`src/rtl/core/tmf_pkg.sv`:
```
// Shared constants, register codes and types for the thresholded 3x3 max filter.
package tmf_pkg;

    localparam int DEF_MAX_WIDTH  = 4096;
    localparam int DEF_PIXEL_BITS = 8;

    localparam int PORT_PIX_W = 16;
    localparam int DIM_W      = 13;
    localparam int THR_W      = 16;
    localparam int ROW_W      = 12;
    localparam int MAX_ROWS   = 4096;

    localparam int APB_ADDR_W = 4;
    localparam int APB_DATA_W = 32;
    localparam int REG_IDX_W  = APB_ADDR_W - 2;

    localparam int QUEUE_DEPTH = 4;
    localparam int QPTR_W      = $clog2(QUEUE_DEPTH);
    localparam int QCNT_W      = $clog2(QUEUE_DEPTH + 1);

    localparam logic [REG_IDX_W-1:0] REG_IMAGE_WIDTH  = REG_IDX_W'(0);
    localparam logic [REG_IDX_W-1:0] REG_IMAGE_HEIGHT = REG_IDX_W'(1);
    localparam logic [REG_IDX_W-1:0] REG_THRESHOLD    = REG_IDX_W'(2);

    localparam logic [DIM_W-1:0] WIDTH_RESET     = DIM_W'(640);
    localparam logic [DIM_W-1:0] HEIGHT_RESET    = DIM_W'(480);
    localparam logic [THR_W-1:0] THRESHOLD_RESET = THR_W'(65535);

    localparam logic OP_PIXEL = 1'b0;
    localparam logic OP_FLUSH = 1'b1;

    typedef struct packed {
        logic [DIM_W-1:0] image_width;
        logic [DIM_W-1:0] image_height;
        logic [THR_W-1:0] threshold;
    } cfg_t;

    typedef struct packed {
        logic first;
        logic last_col;
        logic emit;
        logic flush;
    } col_ctl_t;

endpackage

```
`src/rtl/core/tmf_regs.sv`:
```
// APB configuration registers: image width, image height, threshold.
module tmf_regs (
    input  logic                              aclk,
    input  logic                              aresetn,
    input  logic                              psel,
    input  logic                              penable,
    input  logic                              pwrite,
    input  logic [tmf_pkg::APB_ADDR_W-1:0]    paddr,
    input  logic [tmf_pkg::APB_DATA_W-1:0]    pwdata,
    output logic [tmf_pkg::APB_DATA_W-1:0]    prdata,
    output logic                              pready,
    output tmf_pkg::cfg_t                     cfg
);
    import tmf_pkg::*;

    logic [DIM_W-1:0]     width_reg;
    logic [DIM_W-1:0]     height_reg;
    logic [THR_W-1:0]     threshold_reg;
    logic [REG_IDX_W-1:0] reg_idx;
    logic                 wr_en;

    assign reg_idx = paddr[APB_ADDR_W-1:2];
    assign pready  = 1'b1;
    assign wr_en   = psel && penable && pwrite && pready;

    always_ff @(posedge aclk) begin
        if (!aresetn) begin
            width_reg     <= WIDTH_RESET;
            height_reg    <= HEIGHT_RESET;
            threshold_reg <= THRESHOLD_RESET;
        end else if (wr_en) begin
            case (reg_idx)
                REG_IMAGE_WIDTH:  width_reg     <= pwdata[DIM_W-1:0];
                REG_IMAGE_HEIGHT: height_reg    <= pwdata[DIM_W-1:0];
                REG_THRESHOLD:    threshold_reg <= pwdata[THR_W-1:0];
                default: ;
            endcase
        end
    end

    always_comb begin
        case (reg_idx)
            REG_IMAGE_WIDTH:  prdata = APB_DATA_W'(width_reg);
            REG_IMAGE_HEIGHT: prdata = APB_DATA_W'(height_reg);
            REG_THRESHOLD:    prdata = APB_DATA_W'(threshold_reg);
            default:          prdata = '0;
        endcase
    end

    assign cfg.image_width  = width_reg;
    assign cfg.image_height = height_reg;
    assign cfg.threshold    = threshold_reg;

endmodule

```
`config.mk`:
```
export PLATFORM = sky130hd
export DESIGN_NAME = tmf_regs
export DESIGN_NICKNAME = d
export VERILOG_FILES = /design/src/rtl/core/tmf_pkg.sv /design/src/rtl/core/tmf_regs.sv
export SDC_FILE = /design/constraint.sdc
export NUM_CORES = 1
export LEC_CHECK = 0
export BUFFER_PORTS_ARGS = -buffer_cell sky130_fd_sc_hd__buf_4
export CORE_MARGIN = 3
export CORE_UTILIZATION = 48
export DETAILED_ROUTE_END_ITERATION = 8
export PLACE_DENSITY = 0.91
export RECOVER_POWER = 25
export SYNTH_ARGS = -nofsm -noshare
export SYNTH_HDL_FRONTEND = slang
export SYNTH_SLANG_ARGS = --single-unit
```
`constraint.sdc`:
```
create_clock -name aclk -period 2.49 [get_ports aclk]
set_clock_uncertainty 0.2 [all_clocks]
set_input_delay 0.498 -clock aclk [delete_from_list [all_inputs] [get_ports aclk]]
set_output_delay 0.498 -clock aclk [all_outputs]
set_load 0.01 [all_outputs]
```
==> results.txt <==
- The clock drives 42 sinks.
- Critical R2R Capture: height_reg[7]
* Number of H-tree levels: 2
- Post-CTS setup buffer count: 0
- For this block, the via count after detailed routing is 1,850.
- Top cells by area in the synthesized netlist: sky130_fd_sc_hd__dfxtp_1 40%, sky130_fd_sc_hd__mux2i_1 17%, sky130_fd_sc_hd__nand2_1 8.0%
- P&R area growth vs syn: 24.5%
* Detail-routed via count per cell: 5.10
- Rows: 23
* Cell area after layout: 2620 sq um
- Count of nets left with antenna violations after detail routing: 0
- DRC violation total after the first TritonRoute iteration: 141
- The wire-length estimate of the detail-placed layout is between 3000 and 4000 microns.
- Number of antenna cells inserted: 0
- Maximum resistive drop on vdd: 0.346 mV
- The register with the most flip-flops in the layout has 16 of them.
- TritonCTS Buffers: 5
- Total count of hold-check failures in the final report: 0
- Leaving out filler cells and counting taps, the final layout contains between 300 and 400.
- Antenna violations before repair: 0
- Gp weighted congestion: 0.744
* First-pass GRT wire length: 8290 microns
* Clock insertion delay at the later pin of the skew report: roughly 0.3 ns
* Worst setup path class: input port to output port
* Routed WL: 5260 microns
- Number of pins exceeding their max-slew limit in the final report: 0
* P per Cell Area: 535 nW/um^2
- Final hold analysis gives a worst-case slack of 0.252 ns.
- For this design, the CTS-stage hold fixing added 0 buffers.
* Top routing layer in use: met4
- Setup violators final: 0
- In this run the count of I/O pins placed on the die edge is 116.
- Of the synthesized area, sequential elements account for 0.400.
- Measured on the finished design, the core utilization comes to 0.636.
- Fraction of the cycle the final worst path needs: 0.835
* Sequence of cells on the critical path: buf_4, nor2b_1, buf_4, nand2_1, o21ai_0, buf_4
* Fraction of final layout cells with drive strength greater than 1: 0.217
- Worst EP arrival: between 1 and 1.5 ns
* Met3 wire len: 360 microns
* Cell depth of the worst min-delay path: 3
* Total buffers and inverters traversed by the critical path: 3
- Drt first pass iters: 4
* Worst path slowest cell: sky130_fd_sc_hd__buf_4
* Overall power consumption: 1.40 mW
* Cell count of the worst reg-to-reg path: 2
* Largest area contributor in the netlist: sky130_fd_sc_hd__dfxtp_1
* Maximum fanout along the worst path: 18
- Total GRT Usage: 0.206
- In the final routing, the length of wire on met1 measures 2150 microns.
- In this design, the stage delay of the slowest critical-path cell is 0.20 ns.
- Standard cell core area: roughly 4000 sq um
- The cell sitting at the root of the clock tree is a sky130_fd_sc_hd__clkbuf_8.
- Counting along the longest clock path gives a buffer depth of 2.
* Share of Yosys cell area claimed by the top area cell type: 0.400
- In this run the static leakage power is 1.22 nW.
- The die is 72.2 microns wide.
- Setup slack at placement: 0.305 ns
* CTS tree: done
- After detailed placement, the total cell area comes to 2600 sq um.
* Final routed DRC violation total: 0
* Die outline height: 72.2 microns
- The cell count after synthesis came out at 243.
- TNS Setup: 0 ns
- Maximum number of pins on one net before global-route repair: between 50 and 60
- Post-CTS repair changed the size of 0 cells.
- Setup repair after global routing missed its margin: no
- Clock transition at the registers of the reported paths: 0.08 ns
* Starting density of the core: 0.510
- In this design, the largest share of critical-path delay is due to buffers and inverters.
- Summing every instance area after synthesis gives 2100 sq um.
- The routed design uses 2680 microns of met2 wire.
- Timing would allow up to 481 MHz.
- Min Tclk post-route: 2.08 ns
* Count of max-cap constraint violations: 0
* Crit path capture type: output port
- Outcome: complete, no violations
- Distinct cell type count of the synthesized netlist: 22
- In this run the critical register-to-register path is launched from height_reg[7].
- Number of global-route vias before repair: around 1,700
- Mean post-synth cell area: 8.65 sq um
* Crit-path most repeated cell: sky130_fd_sc_hd__buf_4
- In the final design database the tool counted 353 nets.
- Dividing the detail-routed wire length by the instance count gives 14.5 microns.
- The number of placed instances, taps included, is 355.
* Origin of the worst min-delay path: pwdata[5]
- Count of synthesis-stage warnings from yosys: 0
* Req. time, crit path: between 1.5 and 2 ns
* Hold Path End: width_reg[5]
- Measured against its own limit, the worst slew margin works out to 0.426.
- Number of synthesized register bits: 42
* Critical Path Start Type: input port
- Total grt overflow: 0
- Setup slack on the worst reg-to-reg path comes out at 1.58 ns.
* DIE AREA: around 5200 sq um
- Buffers added on ports: 80
- Across all setup checks in the final design, the least slack found is 0.412 ns.
- At the pin with the least slew margin, the transition time is 0.861 ns.
- The tightest min-delay check is of the input port to flip-flop type.
-- cell usage after synthesis --
cell type	count
sky130_fd_sc_hd__nand2b_4	1
sky130_fd_sc_hd__inv_1	16
sky130_fd_sc_hd__nand2_1	45
sky130_fd_sc_hd__buf_8	1
sky130_fd_sc_hd__o211ai_1	16
sky130_fd_sc_hd__o21ai_0	33
sky130_fd_sc_hd__nor2_4	1
sky130_fd_sc_hd__buf_4	17
sky130_fd_sc_hd__mux2i_1	35
sky130_fd_sc_hd__or2_1	1
sky130_fd_sc_hd__buf_12	1
sky130_fd_sc_hd__nand3_4	1
sky130_fd_sc_hd__and2_1	3
sky130_fd_sc_hd__nand2b_1	1
sky130_fd_sc_hd__buf_6	1
sky130_fd_sc_hd__nor2b_1	6
sky130_fd_sc_hd__dfxtp_1	42
sky130_fd_sc_hd__o311ai_0	4
sky130_fd_sc_hd__clkbuf_1	11
sky130_fd_sc_hd__or3_1	1
sky130_fd_sc_hd__buf_2	4
sky130_fd_sc_hd__conb_1	2
-- worst register-to-register path, delay by kind of cell, from the launching register on --
| family | cells | cell delay [ns] |
|---|---|---|
| flip-flops | 1 | 0.32 |
| AO/OA/AOI/OAI | 2 | 0.23 |
-- layout by cell type (no fill, tap or decap), drive strengths merged --
cell type / netlist / layout
o211ai: 16 / 16
o21ai: 33 / 33
nand2b: 2 / 2
clkbuf: 11 / 33
or3: 1 / 1
dfxtp: 42 / 42
nand2: 45 / 45
nor2: 1 / 1
or2: 1 / 1
inv: 16 / 16
nand3: 1 / 1
buf: 24 / 57
mux2i: 35 / 35
o311ai: 4 / 4
nor2b: 6 / 6
and2: 3 / 3
conb: 2 / 17
-- layout make-up --
type,instances,area [sq um]
tap,50,62.6
clock buffer,8,110
fill,392,1500
timing repair buffer,82,522
multi-input combinational,165,1020
inverter,16,60.1
sequential,42,841
-- power breakdown --
part	internal [mW]	switching [mW]	leakage, nW	total (mW)
Combinational	0.0847	0.112	0.821	0.197
Clock	0.280	0.231	0.0575	0.511
Sequential	0.683	0.00867	0.340	0.692
-- routing by layer --
| metal | vias to the layer above | global-route usage |
|---|---|---|
| met5 | - | 0 |
| met4 | 0 | 0.0814 |
| met3 | 6 | 0.0416 |
| met2 | 63 | 0.354 |
| met1 | 859 | 0.253 |
| li1 | 922 | - |
-- worst max-delay path by stage --
| stage | startpoint | endpoint | slack (ns) | depth (start not counted) |
|---|---|---|---|---|
| 3_3_place_gp | pwrite | width_reg[4] | 0.34 | 4 |
| 4_1_cts | paddr[3] | prdata[13] | 0.40 | 4 |
| 6_report | paddr[2] | prdata[4] | 0.41 | 6 |
| 2_1_floorplan | paddr[3] | prdata[0] | 0.49 | 5 |
| 5_1_grt | paddr[2] | prdata[3] | 0.34 | 6 |
| 3_5_place_dp | psel | width_reg[6] | 0.31 | 4 |
-- cells by family after synthesis --
family | after synthesis | share of synthesized area
muxes | 35 | 0.167
other | 2 | 0.00357
buffers and inverters | 51 | 0.141
AOI/OAI and AO/OA | 53 | 0.152
DFF | 42 | 0.400
and+or+nand+nor | 60 | 0.136
(Power assumes the default switching activity.)
