[src/rtl/core/tmf_pkg.sv]
// Shared constants, register codes and types for the thresholded 3x3 max filter.
package tmf_pkg;

    localparam int DEF_MAX_WIDTH  = 4096;
    localparam int DEF_PIXEL_BITS = 8;

    localparam int PORT_PIX_W = 16;
    localparam int DIM_W      = 13;
    localparam int THR_W      = 16;
    localparam int ROW_W      = 12;
    localparam int MAX_ROWS   = 4096;

    localparam int APB_ADDR_W = 4;
    localparam int APB_DATA_W = 32;
    localparam int REG_IDX_W  = APB_ADDR_W - 2;

    localparam int QUEUE_DEPTH = 4;
    localparam int QPTR_W      = $clog2(QUEUE_DEPTH);
    localparam int QCNT_W      = $clog2(QUEUE_DEPTH + 1);

    localparam logic [REG_IDX_W-1:0] REG_IMAGE_WIDTH  = REG_IDX_W'(0);
    localparam logic [REG_IDX_W-1:0] REG_IMAGE_HEIGHT = REG_IDX_W'(1);
    localparam logic [REG_IDX_W-1:0] REG_THRESHOLD    = REG_IDX_W'(2);

    localparam logic [DIM_W-1:0] WIDTH_RESET     = DIM_W'(640);
    localparam logic [DIM_W-1:0] HEIGHT_RESET    = DIM_W'(480);
    localparam logic [THR_W-1:0] THRESHOLD_RESET = THR_W'(65535);

    localparam logic OP_PIXEL = 1'b0;
    localparam logic OP_FLUSH = 1'b1;

    typedef struct packed {
        logic [DIM_W-1:0] image_width;
        logic [DIM_W-1:0] image_height;
        logic [THR_W-1:0] threshold;
    } cfg_t;

    typedef struct packed {
        logic first;
        logic last_col;
        logic emit;
        logic flush;
    } col_ctl_t;

endpackage

[src/rtl/core/tmf_back.sv]
// Sliding window of column summaries, thresholded max, and the result queue.
module tmf_back #(
    parameter int PIXEL_BITS = tmf_pkg::DEF_PIXEL_BITS
) (
    input  logic                        aclk,
    input  logic                        aresetn,
    input  logic [tmf_pkg::THR_W-1:0]   threshold,
    input  logic                        col_valid,
    input  tmf_pkg::col_ctl_t           col_ctl,
    input  logic [PIXEL_BITS-1:0]       col_max,
    input  logic [PIXEL_BITS-1:0]       col_mid,
    input  logic                        out_ready,
    output logic                        out_valid,
    output logic [PIXEL_BITS-1:0]       out_pixel,
    output logic                        out_last,
    output logic                        in_room
);
    import tmf_pkg::*;

    localparam int PIX_MAX = (1 << PIXEL_BITS) - 1;

    logic [PIXEL_BITS-1:0] m_max_reg, r_max_reg, r_mid_reg;
    logic [PIXEL_BITS-1:0] q_pix_reg [QUEUE_DEPTH];
    logic                  q_last_reg [QUEUE_DEPTH];
    logic [QPTR_W-1:0]     wr_ptr_reg, rd_ptr_reg;
    logic [QCNT_W-1:0]     count_reg, count_next;

    logic [PIXEL_BITS-1:0] th_sat, res1, res2;
    logic                  v1, v2, pop;
    logic [QPTR_W-1:0]     wr_ptr2;
    logic [QCNT_W:0]       fill;

    function automatic logic [PIXEL_BITS-1:0] max2(input logic [PIXEL_BITS-1:0] a,
                                                   input logic [PIXEL_BITS-1:0] b);
        return (a > b) ? a : b;
    endfunction

    function automatic logic [PIXEL_BITS-1:0] limit(input logic [PIXEL_BITS-1:0] mx,
                                                    input logic [PIXEL_BITS-1:0] centre,
                                                    input logic [PIXEL_BITS-1:0] th);
        logic [PIXEL_BITS:0]   sum;
        logic [PIXEL_BITS-1:0] lim;
        sum = {1'b0, centre} + {1'b0, th};
        lim = sum[PIXEL_BITS] ? '1 : sum[PIXEL_BITS-1:0];
        return (mx < lim) ? mx : lim;
    endfunction

    assign th_sat = (threshold > THR_W'(PIX_MAX)) ? '1 : threshold[PIXEL_BITS-1:0];

    assign res1 = limit(max2(max2(m_max_reg, r_max_reg), col_max), r_mid_reg, th_sat);
    assign res2 = limit(col_ctl.first ? col_max : max2(r_max_reg, col_max), col_mid, th_sat);

    assign v1 = col_valid && col_ctl.emit && !col_ctl.first;
    assign v2 = col_valid && col_ctl.emit && col_ctl.last_col;

    assign out_valid = (count_reg != '0);
    assign pop       = out_valid && out_ready;
    assign wr_ptr2   = wr_ptr_reg + QPTR_W'(v1);

    assign count_next = count_reg + QCNT_W'(v1) + QCNT_W'(v2) - QCNT_W'(pop);

    // Room for the pending column's results plus the two a new transaction may bring.
    assign fill    = (QCNT_W + 1)'(count_reg) + (QCNT_W + 1)'(v1) + (QCNT_W + 1)'(v2);
    assign in_room = (fill <= (QCNT_W + 1)'(QUEUE_DEPTH - 2));

    always_ff @(posedge aclk) begin
        if (col_valid) begin
            if (col_ctl.first || col_ctl.last_col) begin
                m_max_reg <= col_max;
            end else begin
                m_max_reg <= r_max_reg;
            end
            r_max_reg <= col_max;
            r_mid_reg <= col_mid;
        end
        if (v1) begin
            q_pix_reg[wr_ptr_reg]  <= res1;
            q_last_reg[wr_ptr_reg] <= 1'b0;
        end
        if (v2) begin
            q_pix_reg[wr_ptr2]  <= res2;
            q_last_reg[wr_ptr2] <= col_ctl.flush;
        end
    end

    always_ff @(posedge aclk) begin
        if (!aresetn) begin
            wr_ptr_reg <= '0;
            rd_ptr_reg <= '0;
            count_reg  <= '0;
        end else begin
            wr_ptr_reg <= wr_ptr_reg + QPTR_W'(v1) + QPTR_W'(v2);
            rd_ptr_reg <= rd_ptr_reg + QPTR_W'(pop);
            count_reg  <= count_next;
        end
    end

    assign out_pixel = q_pix_reg[rd_ptr_reg];
    assign out_last  = q_last_reg[rd_ptr_reg];

endmodule

[config.mk]
export PLATFORM = sky130hd
export DESIGN_NAME = tmf_back
export DESIGN_NICKNAME = d
export VERILOG_FILES = /design/src/rtl/core/tmf_pkg.sv /design/src/rtl/core/tmf_back.sv
export SDC_FILE = /design/constraint.sdc
export NUM_CORES = 1
export LEC_CHECK = 0
export ABC_CLOCK_PERIOD_IN_PS = 12750
export BUFFER_PORTS_ARGS = -buffer_cell sky130_fd_sc_hd__buf_2
export CORE_MARGIN = 2
export CORE_UTILIZATION = 50
export DETAILED_ROUTE_END_ITERATION = 8
export PLACE_DENSITY = 0.69
export SLEW_MARGIN = 20
export SYNTH_ARGS = -nofsm -noshare
export SYNTH_HDL_FRONTEND = slang
export SYNTH_SLANG_ARGS = --single-unit
export TNS_END_PERCENT = 100
[constraint.sdc]
create_clock -name aclk -period 12.75 [get_ports aclk]
set_clock_uncertainty 0.15 [all_clocks]
set_input_delay 1.9125 -clock aclk [delete_from_list [all_inputs] [get_ports aclk]]
set_output_delay 1.9125 -clock aclk [all_outputs]
set_load 0.02 [all_outputs]
==> flow_summary.json <==
{
  "grt_pass1_wl_um": 19300,
  "crit_fanout": 12,
  "clock_latency_ns": 0.36,
  "grt.overflow.total": 0,
  "area_growth_syn_to_layout_pct": 11.8,
  "track_usage_pct": 22.2,
  "power_switching_mw": 0.260,
  "period_minus_slack_ns": 6.65,
  "diodes": 0,
  "final_max_slew_viol_count": 0,
  "path_clk_slew_ns": 0.07,
  "synthArstFlopShare_pct": 0,
  "grt_max_degree": 27,
  "crit_type": "in -> reg",
  "avgSynthCellArea_sq_um": 10.8,
  "cp_slowest_cell": "o21ai_0",
  "fin_crit_sh_pct": 52.2,
  "synth_area_leaders": "edfxtp_1 34%, ha_1 14%, mux2i_1 6.3%",
  "core_sq_um": 10200,
  "regArea_sq_um": 1940,
  "fp.dieW_um": 106,
  "top_usage_layer": "met2",
  "powerDensity_nw_per_um2": 131,
  "worst_pin_slew_ns": 1.02,
  "cts_buffers": 9,
  "io_buffers": 50,
  "cts_setup_buffers": 0,
  "place_hpwl_um": 9170,
  "synth_top_area_share_pct": 34.4,
  "first_pass_iters": 4,
  "status": "completed",
  "cts_sinks": 67,
  "synth_warnings": 0,
  "path_cells": "buf_2 > nor4_1 > nand2_1 > or2_2 > ha_1 > fa_1 > a211oi_1 > or2_2 > nand2_1 > a31o_2 > nor2_1 > ha_1 > a211o_1 > nor2_1 > nand3_1 > nor3_1 > o31ai_4 > o21ai_0 > mux2i_1",
  "hold_violations": 0,
  "cts_tree": "built",
  "dieArea_sq_um": 11300,
  "power.share.clock_pct": 25.4,
  "cts_buffer_depth": 2,
  "yosys_most_used_dff": "edfxtp_1",
  "num_vias": 3853,
  "cp_data_required_time_ns": 12.67,
  "use_met1_pct": 29.7,
  "synth_nets": 589,
  "ant_nets": 0,
  "routed_via_density": 5.66,
  "setup_tns_ns": 0,
  "synth_top_area_cell": "edfxtp_1",
  "synth_seq_cells": 67,
  "grtUsageMet2_pct": 37.6,
  "multi_input_area_sq_um": 3130,
  "crit_path_end_kind": "flop",
  "synthDistinctLibCells": 56,
  "io_pins": 51,
  "drtIter0Drc": 235,
  "maxCapViolCount": 0,
  "p_int_mw": 0.504,
  "wl_per_cell_um": 17.4,
  "fin_nets": 646,
  "grt_pass1_vias": 3804,
  "netlist_instances": 484,
  "use_met3_pct": 2.64,
  "cp_data_arrival_time_ns": 6.57,
  "worst-path-buf-inv": 1,
  "report.power.total_mw": 0.764,
  "setup_viol": 0,
  "drive_gt1_share_pct": 21.8,
  "critPathMaxStageDelay_ns": 0.53,
  "switching_share_pct": 34.1,
  "die_y_um": 106,
  "cp_top_family": "simple AND/OR/NAND/NOR gates",
  "cp-start-kind": "input port",
  "ys_seq_area_share_pct": 37.1,
  "cts_hold_buf": 0,
  "cts_root_buf": "clkbuf_8",
  "max_freq_mhz": 150,
  "largest_reg_flops": 32,
  "min_path_type": "reg -> reg",
  "synth_edf_count": 60,
  "antenna_found_initial": 0,
  "wl_um": 11800,
  "p_leak_nw": 2.45,
  "gp_congestion": 0.829,
  "rsz0062_at_grt": "no",
  "nFillCells": 887,
  "seqPwrFrac_pct": 37.7,
  "ir_worst_vdd_mv": 0.0620,
  "syn_area_sq_um": 5230,
  "combPwrFrac_pct": 37.0,
  "drc": 0,
  "h-tree-depth": 3,
  "hold_slack_ns": 0.479,
  "cts_resized": 0,
  "slew_headroom_pct": 31.7,
  "row_count": 37,
  "start_util_pct": 51.1
}
-- power groups by stage --
stage | Combinational (mW) | Clock (mW) | Sequential [mW]
floorplan | 0.220 | 0 | 0.280
global placement | 0.273 | 0 | 0.294
detailed placement | 0.281 | 0 | 0.294
CTS | 0.283 | 0.197 | 0.289
global route | 0.314 | 0.203 | 0.292
finish | 0.283 | 0.194 | 0.288
-- stage by stage --
stage / worst slack [ns] / std cells / util (%) / instance area, sq um
floorplan: 6.52 / 484 / - / 5230
global placement: 5.91 / 666 / 55.1 / 5630
detailed placement: 5.83 / 666 / 55.1 / 5630
CTS: 6.18 / 681 / 57.1 / 5840
global route: 5.71 / 681 / 57.1 / 5850
finish: 6.10 / 681 / 57.1 / 5850
-- tightest hold or removal path: stages, from the launching register on --
cell      delay (ns)
edfxtp_1        0.40
nand2_1         0.06
o21ai_0         0.06
-- final cells by class --
| type | instances | area share, % |
|---|---|---|
| flip-flops and latches | 67 | 33.2 |
| clock inverters | 6 | 1.39 |
| repair buffers | 52 | 4.54 |
| inverters | 36 | 2.31 |
| multi-input cells | 375 | 53.5 |
| well taps | 136 | 2.91 |
| clock buffers | 9 | 2.12 |
-- cell usage in the layout, fill, tap and decap left out, types with 3 or more instances in the layout --
cell,instances
a211o_1,3
a211oi_1,7
a21o_1,14
a21oi_1,25
and2_1,12
and4_1,3
buf_2,50
clkbuf_8,9
dfxtp_1,7
edfxtp_1,60
fa_1,5
ha_1,60
inv_1,36
mux2_2,17
mux2i_1,33
mux4_2,9
nand2_1,31
nand2b_1,7
nand3_1,8
nand4_1,4
nor2_1,32
nor2_2,4
nor2b_1,3
nor3_1,8
o211ai_1,5
o21a_1,5
o21ai_0,20
o21ai_1,3
or2_2,11
or3_1,3
xnor2_1,9
xor2_1,5
-- path summary, 6_finish.rpt --
kind / startpoint / endpoint / slack, ns / cells after the start
max reg2reg: r_max_reg[5]$_DFFE_PP_ / q_pix_reg[1][5]$_DFFE_PP_ / 6.61 / 21
max: threshold[10] / q_pix_reg[1][4]$_DFFE_PP_ / 6.10 / 19
min reg2reg: r_max_reg[4]$_DFFE_PP_ / m_max_reg[4]$_DFFE_PP_ / 0.48 / 2
min: r_max_reg[4]$_DFFE_PP_ / m_max_reg[4]$_DFFE_PP_ / 0.48 / 2
-- cells by family (layout without fill, tap and decap cells) --
family                   Yosys count  count (layout)  share of synthesized area [%]
AND/OR/NAND/NOR                  133             133                           13.1
AO/OA/AOI/OAI                    101             101                           13.3
flip-flops                        67              67                           37.1
adder cells (fa/ha/maj)           65              65                           16.3
multiplexers                      62              62                           14.7
buffers and inverters             42             103                           3.18
XOR/XNOR                          14              14                           2.34
-- cell usage after synthesis (2+ instances only) --
library cell	number
a211o_1	3
a211oi_1	7
a21o_1	14
a21oi_1	25
a21oi_2	2
a221oi_1	2
and2_1	12
and4_1	3
clkbuf_1	4
dfxtp_1	7
edfxtp_1	60
fa_1	5
ha_1	60
inv_1	36
mux2_2	17
mux2_4	2
mux2i_1	33
mux4_2	9
nand2_1	31
nand2b_1	7
nand3_1	8
nand4_1	4
nor2_1	32
nor2_2	4
nor2b_1	3
nor3_1	8
nor4_1	2
o211ai_1	5
o21a_1	5
o21ai_0	22
o21ai_4	2
o221ai_1	2
or2_2	11
or3_1	3
xnor2_1	9
xor2_1	5
-- layer usage --
| layer | wire (um) | share of wire [%] |
|---|---|---|
| met1 | 5510 | 47 |
| met5 | 0 | 0 |
| met4 | 104 | 0.88 |
| met2 | 5870 | 50 |
| met3 | 360 | 3.0 |
Power figures use the tool's default switching activity.
